**src/hdl/scc_pkg.sv**
```systemverilog
// Shared constants, command and status types for the semispace collector
`timescale 1ns / 1ps
package scc_pkg;

  // Heap and stack geometry
  localparam int HALF_CELLS = 1024;
  localparam int ROOT_DEPTH = 256;
  localparam int VALUE_BITS = 32;

  localparam int IDX_W   = $clog2(HALF_CELLS);
  localparam int CELL_AW = IDX_W + 1;
  localparam int CELLS   = 2 * HALF_CELLS;
  localparam int CNT_W   = $clog2(HALF_CELLS + 1);
  localparam int RA_W    = $clog2(ROOT_DEPTH);
  localparam int RC_W    = $clog2(ROOT_DEPTH + 1);
  localparam int VW      = VALUE_BITS + 1;

  // Port widths fixed by the interface
  localparam int KIND_W = 3;
  localparam int ARG_W  = 32;
  localparam int STAT_W = 3;
  localparam int LIVE_W = 11;

  // Operation kinds
  localparam logic [KIND_W-1:0] KIND_ALLOC = 3'd0;
  localparam logic [KIND_W-1:0] KIND_PUSH  = 3'd1;
  localparam logic [KIND_W-1:0] KIND_POP   = 3'd2;
  localparam logic [KIND_W-1:0] KIND_READ  = 3'd3;
  localparam logic [KIND_W-1:0] KIND_FORCE = 3'd4;

  // Result status codes
  localparam logic [STAT_W-1:0] ST_OK          = 3'd0;
  localparam logic [STAT_W-1:0] ST_HEAP_FULL   = 3'd1;
  localparam logic [STAT_W-1:0] ST_STACK_FULL  = 3'd2;
  localparam logic [STAT_W-1:0] ST_STACK_EMPTY = 3'd3;
  localparam logic [STAT_W-1:0] ST_BAD_INDEX   = 3'd4;

  // Datapath micro-operations issued by the controller
  typedef enum logic [4:0] {
    DP_NOP,
    DP_LOAD,
    DP_ERR,
    DP_PUSH,
    DP_ROOT_RD,
    DP_POP,
    DP_CELL_RD,
    DP_READ,
    DP_ALLOC,
    DP_GC_INIT,
    DP_GC_ROOT_RD,
    DP_GC_ROOT_LD,
    DP_GC_ROOT_WB,
    DP_VA_LD,
    DP_VA_WB,
    DP_VB_LD,
    DP_VB_WB,
    DP_FWD_RD,
    DP_FWD_EVAL,
    DP_FWD_SET,
    DP_SCAN_RD,
    DP_SCAN_LD,
    DP_SCAN_WB1,
    DP_SCAN_WB2,
    DP_GC_FLIP,
    DP_EMIT
  } dp_op_t;

  typedef struct packed {
    dp_op_t              op;
    logic [STAT_W-1:0]   err;
  } dp_cmd_t;

  typedef struct packed {
    logic [KIND_W-1:0] kind;
    logic              va_bad;
    logic              vb_bad;
    logic              used_full;
    logic              rc_full;
    logic              rc_empty;
    logic              idx_bad;
    logic              ri_zero;
    logic              fv_live;
    logic              mark;
    logic              nfi_full;
    logic              scan_more;
  } dp_stat_t;

  // A tagged value that names a cell below the fill level
  function automatic logic points_live(input logic [VW-1:0] v,
                                       input logic [CNT_W-1:0] used);
    return v[VALUE_BITS] && (v[VALUE_BITS-1:0] < VALUE_BITS'(used));
  endfunction

endpackage

```
**src/hdl/scc_ctrl.sv**
```systemverilog
// Sequencer for item dispatch and the breadth-first collection
`timescale 1ns / 1ps
module scc_ctrl (
  input  logic               clk,
  input  logic               rst_n,
  input  logic               in_valid,
  output logic               in_stall,
  output logic               out_valid,
  input  logic               out_stall,
  input  scc_pkg::dp_stat_t  stat,
  output scc_pkg::dp_cmd_t   cmd
);

  typedef enum logic [20:0] {
    S_IDLE       = 21'h000001,
    S_DISP       = 21'h000002,
    S_ALLOC      = 21'h000004,
    S_POP        = 21'h000008,
    S_READ       = 21'h000010,
    S_DONE       = 21'h000020,
    S_GC_INIT    = 21'h000040,
    S_GC_ROOT    = 21'h000080,
    S_GC_ROOT_LD = 21'h000100,
    S_GC_ROOT_WB = 21'h000200,
    S_GC_VA      = 21'h000400,
    S_GC_VA_WB   = 21'h000800,
    S_GC_VB      = 21'h001000,
    S_GC_VB_WB   = 21'h002000,
    S_GC_SCAN    = 21'h004000,
    S_SCAN_LD    = 21'h008000,
    S_SCAN_WB1   = 21'h010000,
    S_SCAN_WB2   = 21'h020000,
    S_FWD_CHK    = 21'h040000,
    S_FWD_EVAL   = 21'h080000,
    S_FWD_SET    = 21'h100000
  } state_t;

  typedef enum logic [2:0] {
    RET_ROOT,
    RET_VA,
    RET_VB,
    RET_S1,
    RET_S2
  } ret_t;

  state_t state_r, state_nxt;
  ret_t   ret_r, ret_nxt;
  logic   out_valid_r, out_valid_nxt;
  state_t ret_state;
  logic   is_alloc;

  assign is_alloc = stat.kind == scc_pkg::KIND_ALLOC;

  // Where a finished forward hands control back
  always_comb begin
    unique case (ret_r)
      RET_ROOT: ret_state = S_GC_ROOT_WB;
      RET_VA:   ret_state = S_GC_VA_WB;
      RET_VB:   ret_state = S_GC_VB_WB;
      RET_S1:   ret_state = S_SCAN_WB1;
      RET_S2:   ret_state = S_SCAN_WB2;
      default:  ret_state = S_IDLE;
    endcase
  end

  // Next state and command
  always_comb begin
    state_nxt     = state_r;
    ret_nxt       = ret_r;
    out_valid_nxt = out_valid_r && out_stall;
    cmd.op        = scc_pkg::DP_NOP;
    cmd.err       = scc_pkg::ST_OK;
    unique case (state_r)
      S_IDLE: begin
        if (in_valid) begin
          cmd.op    = scc_pkg::DP_LOAD;
          state_nxt = S_DISP;
        end
      end
      S_DISP: begin
        priority if (stat.kind == scc_pkg::KIND_ALLOC) begin
          priority if (stat.va_bad || stat.vb_bad) begin
            cmd.op    = scc_pkg::DP_ERR;
            cmd.err   = scc_pkg::ST_BAD_INDEX;
            state_nxt = S_DONE;
          end else if (stat.used_full) begin
            state_nxt = S_GC_INIT;
          end else begin
            state_nxt = S_ALLOC;
          end
        end else if (stat.kind == scc_pkg::KIND_PUSH) begin
          priority if (stat.va_bad) begin
            cmd.op  = scc_pkg::DP_ERR;
            cmd.err = scc_pkg::ST_BAD_INDEX;
          end else if (stat.rc_full) begin
            cmd.op  = scc_pkg::DP_ERR;
            cmd.err = scc_pkg::ST_STACK_FULL;
          end else begin
            cmd.op  = scc_pkg::DP_PUSH;
          end
          state_nxt = S_DONE;
        end else if (stat.kind == scc_pkg::KIND_POP) begin
          if (stat.rc_empty) begin
            cmd.op    = scc_pkg::DP_ERR;
            cmd.err   = scc_pkg::ST_STACK_EMPTY;
            state_nxt = S_DONE;
          end else begin
            cmd.op    = scc_pkg::DP_ROOT_RD;
            state_nxt = S_POP;
          end
        end else if (stat.kind == scc_pkg::KIND_READ) begin
          if (stat.idx_bad) begin
            cmd.op    = scc_pkg::DP_ERR;
            cmd.err   = scc_pkg::ST_BAD_INDEX;
            state_nxt = S_DONE;
          end else begin
            cmd.op    = scc_pkg::DP_CELL_RD;
            state_nxt = S_READ;
          end
        end else if (stat.kind == scc_pkg::KIND_FORCE) begin
          state_nxt = S_GC_INIT;
        end else begin
          state_nxt = S_DONE;
        end
      end
      // allocate, or report a heap still full after collection
      S_ALLOC: begin
        if (stat.used_full) begin
          cmd.op  = scc_pkg::DP_ERR;
          cmd.err = scc_pkg::ST_HEAP_FULL;
        end else begin
          cmd.op  = scc_pkg::DP_ALLOC;
        end
        state_nxt = S_DONE;
      end
      S_POP: begin
        cmd.op    = scc_pkg::DP_POP;
        state_nxt = S_DONE;
      end
      S_READ: begin
        cmd.op    = scc_pkg::DP_READ;
        state_nxt = S_DONE;
      end
      // hand the result to the output register once it is free
      S_DONE: begin
        if (!out_valid_r || !out_stall) begin
          cmd.op        = scc_pkg::DP_EMIT;
          out_valid_nxt = 1'b1;
          state_nxt     = S_IDLE;
        end
      end
      S_GC_INIT: begin
        cmd.op    = scc_pkg::DP_GC_INIT;
        state_nxt = S_GC_ROOT;
      end
      // walk the roots from the top of the stack down
      S_GC_ROOT: begin
        if (stat.ri_zero) begin
          state_nxt = is_alloc ? S_GC_VA : S_GC_SCAN;
        end else begin
          cmd.op    = scc_pkg::DP_GC_ROOT_RD;
          state_nxt = S_GC_ROOT_LD;
        end
      end
      S_GC_ROOT_LD: begin
        cmd.op    = scc_pkg::DP_GC_ROOT_LD;
        ret_nxt   = RET_ROOT;
        state_nxt = S_FWD_CHK;
      end
      S_GC_ROOT_WB: begin
        cmd.op    = scc_pkg::DP_GC_ROOT_WB;
        state_nxt = S_GC_ROOT;
      end
      // alloc operands act as temporary roots
      S_GC_VA: begin
        cmd.op    = scc_pkg::DP_VA_LD;
        ret_nxt   = RET_VA;
        state_nxt = S_FWD_CHK;
      end
      S_GC_VA_WB: begin
        cmd.op    = scc_pkg::DP_VA_WB;
        state_nxt = S_GC_VB;
      end
      S_GC_VB: begin
        cmd.op    = scc_pkg::DP_VB_LD;
        ret_nxt   = RET_VB;
        state_nxt = S_FWD_CHK;
      end
      S_GC_VB_WB: begin
        cmd.op    = scc_pkg::DP_VB_WB;
        state_nxt = S_GC_SCAN;
      end
      // scan copied cells until the scan pointer meets the free pointer
      S_GC_SCAN: begin
        if (stat.scan_more) begin
          cmd.op    = scc_pkg::DP_SCAN_RD;
          state_nxt = S_SCAN_LD;
        end else begin
          cmd.op    = scc_pkg::DP_GC_FLIP;
          state_nxt = is_alloc ? S_ALLOC : S_DONE;
        end
      end
      S_SCAN_LD: begin
        cmd.op    = scc_pkg::DP_SCAN_LD;
        ret_nxt   = RET_S1;
        state_nxt = S_FWD_CHK;
      end
      S_SCAN_WB1: begin
        cmd.op    = scc_pkg::DP_SCAN_WB1;
        ret_nxt   = RET_S2;
        state_nxt = S_FWD_CHK;
      end
      S_SCAN_WB2: begin
        cmd.op    = scc_pkg::DP_SCAN_WB2;
        state_nxt = S_GC_SCAN;
      end
      // forward one value: skip plain data, fetch the cell otherwise
      S_FWD_CHK: begin
        if (stat.fv_live) begin
          cmd.op    = scc_pkg::DP_FWD_RD;
          state_nxt = S_FWD_EVAL;
        end else begin
          state_nxt = ret_state;
        end
      end
      S_FWD_EVAL: begin
        cmd.op = scc_pkg::DP_FWD_EVAL;
        if (stat.mark || stat.nfi_full) begin
          state_nxt = ret_state;
        end else begin
          state_nxt = S_FWD_SET;
        end
      end
      S_FWD_SET: begin
        cmd.op    = scc_pkg::DP_FWD_SET;
        state_nxt = ret_state;
      end
      default: begin
        state_nxt = S_IDLE;
      end
    endcase
  end

  always_ff @(posedge clk) begin
    if (!rst_n) begin
      state_r     <= S_IDLE;
      ret_r       <= RET_ROOT;
      out_valid_r <= 1'b0;
    end else begin
      state_r     <= state_nxt;
      ret_r       <= ret_nxt;
      out_valid_r <= out_valid_nxt;
    end
  end

  assign in_stall  = state_r != S_IDLE;
  assign out_valid = out_valid_r;

`ifndef SYNTH
  a_load_only_idle: assert property (@(posedge clk) disable iff (!rst_n)
    cmd.op == scc_pkg::DP_LOAD |=> state_r == S_DISP)
    else $error("load not followed by dispatch");

  a_emit_sets_valid: assert property (@(posedge clk) disable iff (!rst_n)
    cmd.op == scc_pkg::DP_EMIT |=> out_valid_r)
    else $error("result emitted without valid");

  a_fwd_eval_after_rd: assert property (@(posedge clk) disable iff (!rst_n)
    state_r == S_FWD_EVAL |-> $past(cmd.op == scc_pkg::DP_FWD_RD))
    else $error("forward evaluated without cell fetch");
`endif

endmodule

```
**config.mk**
```make
export PLATFORM = sky130hd
export DESIGN_NAME = scc_ctrl
export DESIGN_NICKNAME = d
export VERILOG_FILES = /design/src/hdl/scc_pkg.sv /design/src/hdl/scc_ctrl.sv
export SDC_FILE = /design/constraint.sdc
export NUM_CORES = 1
export LEC_CHECK = 0
export BUFFER_PORTS_ARGS = -buffer_cell sky130_fd_sc_hd__buf_2
export CORE_MARGIN = 4
export CORE_UTILIZATION = 60
export CTS_CLUSTER_SIZE = 25
export DETAILED_ROUTE_END_ITERATION = 10
export GPL_TIMING_DRIVEN = 0
export HOLD_SLACK_MARGIN = 0.02
export MAX_ROUTING_LAYER = met4
export PLACE_DENSITY = 0.83
export RECOVER_POWER = 50
export SYNTH_ARGS = -nofsm -noshare
export SYNTH_HDL_FRONTEND = slang
export SYNTH_SLANG_ARGS = --single-unit
```
**constraint.sdc**
```tcl
create_clock -name clk -period 7.6 [get_ports clk]
set_clock_uncertainty 0.2 [all_clocks]
set_input_delay 0.76 -clock clk [delete_from_list [all_inputs] [get_ports clk]]
set_output_delay 0.76 -clock clk [all_outputs]
set_load 0.05 [all_outputs]
```
==> results.cfg, run 1 <==
[finish]
antenna-diode-count = 0
nFillCells = 265
synthToLayoutAreaGrowth_pct = 7.36
finalCoreUtilization = 0.698
multi_input_area_um2 = 1220
finish.net_count = 284
regArea_um2 = 500
fin_cells = 307
drive_gt1_frac = 0.143
fin_area_um2 = 2010

[sta]
report.final.hold_viol_count = 0
post-route-period-util = 0.640
maxSlewViolCount = 11
final.hold.worst_slack_ns = 0.302
max_slew.worst_pin.slew_ns = 1.59
rsz0062_at_grt = false
setup_slack_ns = 2.73
setup_violations = 0
total_neg_setup_slack_ns = 0
relSlewSlack = -0.0701
maxClockFrequency_mhz = 206
timing.final.crit_period_ns = 4.87

[synthesis]
synthesis.area_um2 = 1870
synthMostInstantiatedCell = sky130_fd_sc_hd__dfxtp_1
register_bit_count_reported_by_yosys = 25
share_of_the_synthesized_area_in_the_top_cell_type = 0.268
syn_nets = 254
yosys_warnings = 0
synth_sequential_area_ratio = 0.268
synth_edf_count = 0
ys_types = 51
yosysTopAreaCell = sky130_fd_sc_hd__dfxtp_1
synthTopCellsByCount = sky130_fd_sc_hd__dfxtp_1, sky130_fd_sc_hd__nor2_1, sky130_fd_sc_hd__nand2_1, sky130_fd_sc_hd__nor4_1, sky130_fd_sc_hd__nor3_1
ys_top_cells_by_area = sky130_fd_sc_hd__dfxtp_1, sky130_fd_sc_hd__nor4_1, sky130_fd_sc_hd__nor2_1
asyncSetResetFlopFracSynth = 0
post_synth.cell_area_avg_um2 = 7.93
synth_flop_cell = sky130_fd_sc_hd__dfxtp_1
cells_after_synth = 236

[routing]
wl_mm = 5.33
num_vias = 2089
post-route-drc-count = 0
avgRoutedWirePerCell_um = 17.4
drtIter0Drc = 203
firstDrtPassIters = 6
detail_route.vias_per_cell = 6.80
postRouteAntennaNets = 0

[clock_network]
clock_insertion_delay_worst_skew_ns = 0.33
cts.sink_count = 25
cts_repair_resize_count = 0
post-cts-setup-buffer-count = 0
tritoncts.num_buffers = 3
ctsHtreeMaxLevel = 1
tritoncts_clock_tree = built
cts_root_buffer = sky130_fd_sc_hd__clkbuf_4
cts_max_path_bufs = 2
post_cts_hold_buffer_count = 0
path_clk_slew_ns = 0.14

[critical_path]
setup.reg_to_reg.worst_slack_ns = 3.56
cp_cell_sequence = clkbuf_1 -> or4_1 -> clkbuf_1 -> nor4_1 -> nand4b_1 -> nand4_1 -> buf_2
start_kind = register
worst_endpoint_required_time_ns = 6.64
timing.critical_path.slowest_cell_delay_ns = 1.22
cp_data_arrival_time_ns = 3.91
end_kind = output pin
critical_path.slowest_cell = sky130_fd_sc_hd__nor4_1
crit_fanout = 10
crit_top_cell = sky130_fd_sc_hd__clkbuf_1
critPathKind = register to output pin

[status]
run_status = finished with violations
violations = max-capacitance violations, max-slew violations

[power]
powerDensity_nw_per_um2 = 139
vdd.ir_drop.worst_v = 0.000128
totalPowerFinal_mw = 0.278
static-leakage-power_nw = 0.744

[global_routing]
overflow = 0
grt_antenna_before_repair = 0
groute.usage.overall = 0.271
grt_start_max_net_pins = 14
grt_pass1_wl_mm = 8.57
via_count_of_the_first_global_routing_pass = 1836

[floorplan]
ios = 28
die_y_um = 63.8
die_width_um = 63.8
core_area_um2 = 2880
floorplan.initialDensity = 0.650
num_rows = 19
dieArea_um2 = 4070

[placed_design]
routabilityCongestion = 0.957
detailed_place_hpwl_mm = 4.12
buffers_added_on_ports = 25
placed_cells_incl_taps = 303
post-place-ws_ns = 3.95
post_dp_cell_area_um2 = 2050

[worst_hold_path]
holdCritPathClass = register to register

[flow_run]
max_cap_viol_count = 1
-- routing by layer --
metal  track usage  vias up  wire, µm
met3        0.0350       20       609
met1         0.373      943      2290
met2         0.412      136      2270
met5             -        -         0
met4        0.0809        0       161
li1              -      990         -
-- cell families after synthesis --
group | synth area share
buf+inv | 0.0488
compound gates | 0.166
xor+xnor | 0.0328
flops | 0.268
simple gates | 0.485
-- worst paths after layout --
check	from	endpoint	cells after the start
setup / recovery	state_r[11]	cmd[4]	7
hold / removal	out_valid	out_valid	2
setup reg to reg	state_r[11]	ret_r[0]	7
hold reg to reg	out_valid	out_valid	2
-- layout by cell type, fill, tap and decap left out, types with 6 or more instances in the layout --
cell | netlist | layout
sky130_fd_sc_hd__nor4b_1 | 8 | 8
sky130_fd_sc_hd__nand2b_1 | 6 | 6
sky130_fd_sc_hd__nand4b_1 | 8 | 8
sky130_fd_sc_hd__buf_2 | 4 | 25
sky130_fd_sc_hd__o21ai_0 | 8 | 8
sky130_fd_sc_hd__and4_1 | 6 | 6
sky130_fd_sc_hd__a21oi_1 | 7 | 7
sky130_fd_sc_hd__nor2_1 | 23 | 23
sky130_fd_sc_hd__clkbuf_1 | 6 | 12
sky130_fd_sc_hd__or4_1 | 7 | 9
sky130_fd_sc_hd__nand4_1 | 8 | 8
sky130_fd_sc_hd__nand2_1 | 19 | 19
sky130_fd_sc_hd__nor4_1 | 15 | 17
sky130_fd_sc_hd__nor3_1 | 10 | 11
sky130_fd_sc_hd__dfxtp_1 | 25 | 25
-- worst max-delay path: cells and delay by family (launching register included) --
| kind | cells | cell delay [ns] |
|---|---|---|
| buf+inv | 3 | 0.66 |
| flops | 1 | 0.36 |
| simple gates | 4 | 2.57 |
-- registers in the layout, summed over array words and instances (netlist names) --
signal,count
out_valid,1
ret_r,3
state_r,21
-- power breakdown --
part	leakage [nW]	internal [mW]	switching (mW)	total (mW)
sequential	0.202	0.134	0.00404	0.138
combinational	0.527	0.0236	0.0556	0.0792
clock	0.0150	0.0206	0.0410	0.0616
total	0.744	0.178	0.101	0.278
-- area by class of cell --
type | instances | area share
timing repair buffer | 25 | 0.0617
tap | 42 | 0.0262
multi-input combinational | 193 | 0.610
sequential | 25 | 0.249
buffer | 13 | 0.0305
clock buffer | 4 | 0.0131
inverter | 5 | 0.00935
Power figures use the tool's default switching activity.
==> run 2: changes to the inputs <==
--- a/config.mk
+++ b/config.mk
@@ -7,13 +7,13 @@
 export LEC_CHECK = 0
 export BUFFER_PORTS_ARGS = -buffer_cell sky130_fd_sc_hd__buf_2
 export CORE_MARGIN = 4
-export CORE_UTILIZATION = 60
+export CORE_UTILIZATION = 51
 export CTS_CLUSTER_SIZE = 25
 export DETAILED_ROUTE_END_ITERATION = 10
 export GPL_TIMING_DRIVEN = 0
 export HOLD_SLACK_MARGIN = 0.02
 export MAX_ROUTING_LAYER = met4
-export PLACE_DENSITY = 0.83
+export PLACE_DENSITY = 0.75
 export RECOVER_POWER = 50
 export SYNTH_ARGS = -nofsm -noshare
 export SYNTH_HDL_FRONTEND = slang
==> constraint.sdc (replaced) <==
create_clock -name clk -period 4.05 [get_ports clk]
set_clock_uncertainty 0.2 [all_clocks]
set_input_delay 0.405 -clock clk [delete_from_list [all_inputs] [get_ports clk]]
set_output_delay 0.405 -clock clk [all_outputs]
set_load 0.05 [all_outputs]
==> run 2 against run 1 <==
Net effect:
- the flow now finishes without violations
- non-clock buffer count is the same
- total power grew 100%
- core utilization shrank 9.5 points
- hold slack lost 0.19 ns
- routed wire length grew 2.8%
- global-route usage shrank 1.1 points
- combinational power grew 96%
- cell count grew 1.3%
- sequential cell count is the same
==> results.cfg, run 2 (same netlist as run 1, synthesis figures left out) <==
[global_routing]
grt_start_max_net_pins = 15
via_count_of_the_first_global_routing_pass = 1748
grt_antenna_before_repair = 0
grt_pass1_wl_mm = 8.70
overflow = 0
groute.usage.overall = 0.260

[critical_path]
setup.reg_to_reg.worst_slack_ns = 0.89
start_kind = register
reg2reg_to = state_r[13]
reg2reg_from = state_r[4]
cp_data_arrival_time_ns = 3.15
crit_fanout = 10
critPathKind = register to output pin
end_kind = output pin
worst_endpoint_required_time_ns = 3.44
r2r.worst_path.cells = 6

[clock_network]
clock_insertion_delay_worst_skew_ns = 0.28
cts_repair_resize_count = 0
post_cts_hold_buffer_count = 0
tritoncts_clock_tree = built
post-cts-setup-buffer-count = 0
cts_root_buffer = sky130_fd_sc_hd__clkbuf_8
tritoncts.num_buffers = 3
cts_max_path_bufs = 2
path_clk_slew_ns = 0.09
ctsHtreeMaxLevel = 1
cts.sink_count = 25

[power]
powerDensity_nw_per_um2 = 274
totalPowerFinal_mw = 0.568
vdd.ir_drop.worst_v = 0.000147
static-leakage-power_nw = 0.778

[status]
run_status = complete, no violations

[worst_hold_path]
holdCritPathClass = input port to register
hold-path-cell-count = 2
hold_path_end = state_r[4]
min_from = stat[5]

[finish]
antenna-diode-count = 0
drive_gt1_frac = 0.166
largest_register = state_r
synthToLayoutAreaGrowth_pct = 11.0
most_common_library_cell_in_the_layout_ignoring_fill_and_taps = sky130_fd_sc_hd__buf_2
finish.net_count = 284
most_used_cells_in_the_layout_excluding_fill_and_tap_cells = sky130_fd_sc_hd__buf_2, sky130_fd_sc_hd__dfxtp_1, sky130_fd_sc_hd__nor2_1
largest_reg_flops = 21

[sta]
max_slew.worst_pin.slew_ns = 0.839
relSlewSlack = 0.435
total_neg_setup_slack_ns = 0
report.final.hold_viol_count = 0
maxSlewViolCount = 0
timing.final.crit_period_ns = 3.76
rsz0062_at_grt = false
setup_violations = 0
maxClockFrequency_mhz = 266
final.hold.worst_slack_ns = 0.112
post-route-period-util = 0.927

[routing]
wl_mm = 5.48
detail_route.vias_per_cell = 6.68
num_vias = 2079
postRouteAntennaNets = 0
avgRoutedWirePerCell_um = 17.6
drtIter0Drc = 177
post-route-drc-count = 0
firstDrtPassIters = 5

[floorplan]
core_area_um2 = 3440
ios = 28
die_y_um = 68.6
num_rows = 21
floorplan.initialDensity = 0.543
dieArea_um2 = 4700
die_width_um = 68.6

[flow_run]
max_cap_viol_count = 0

[placed_design]
detailed_place_hpwl_mm = 4.21
buffers_added_on_ports = 25
routabilityCongestion = 0.921
==> run 2: layer usage <==
metal | global-route usage | routed length, µm | vias up
met4 | 0.0868 | 116 | 0
met5 | - | 0 | -
met3 | 0.0373 | 491 | 16
li1 | - | - | 993
met1 | 0.369 | 2450 | 955
met2 | 0.375 | 2420 | 115
==> run 2: through the flow <==
stage,util,cells,worst slack [ns],area [µm²]
after floorplan,-,236,0.175,1870
after global placement,0.597,307,0.747,2050
after detailed placement,0.597,307,0.750,2050
after CTS,0.610,311,0.430,2100
after global routing,0.603,311,0.153,2080
final,0.603,311,0.294,2080
==> run 2: where the power goes <==
part | internal, mW | switching, mW
combinational | 0.0483 | 0.107
clock | 0.0691 | 0.0856
sequential | 0.250 | 0.00760
==> run 2: how the worst max path moves through the flow <==
stage | from | endpoint | slack, ns | depth (start not counted)
after detailed placement | state_r[11] | cmd[3] | 0.75 | 9
after floorplan | state_r[17] | cmd[2] | 0.17 | 6
final | state_r[11] | cmd[3] | 0.29 | 9
after CTS | state_r[11] | cmd[3] | 0.43 | 9
after global routing | state_r[11] | cmd[3] | 0.15 | 9
after global placement | state_r[11] | cmd[3] | 0.75 | 9
==> run 2: final cells by class <==
cell class                      instances  area, µm²
Clock inverter                          1       5.00
Multi-Input combinational cell        193       1260
Tap cell                               46       57.6
Buffer                                 13       70.1
Timing Repair Buffer                   25        124
Sequential cell                        25        500
Inverter                                5       18.8
Clock buffer                            3       41.3
Fill cell                             342       1370
==> run 2: worst max-delay path, stage by stage, from the launching register on <==
cell	delay, ns
sky130_fd_sc_hd__dfxtp_1	0.34
sky130_fd_sc_hd__clkbuf_1	0.19
sky130_fd_sc_hd__or4_1	0.52
sky130_fd_sc_hd__clkbuf_1	0.20
sky130_fd_sc_hd__or4_1	0.55
sky130_fd_sc_hd__buf_6	0.19
sky130_fd_sc_hd__nor3_1	0.32
sky130_fd_sc_hd__a211oi_1	0.17
sky130_fd_sc_hd__nand4_1	0.12
sky130_fd_sc_hd__buf_2	0.27
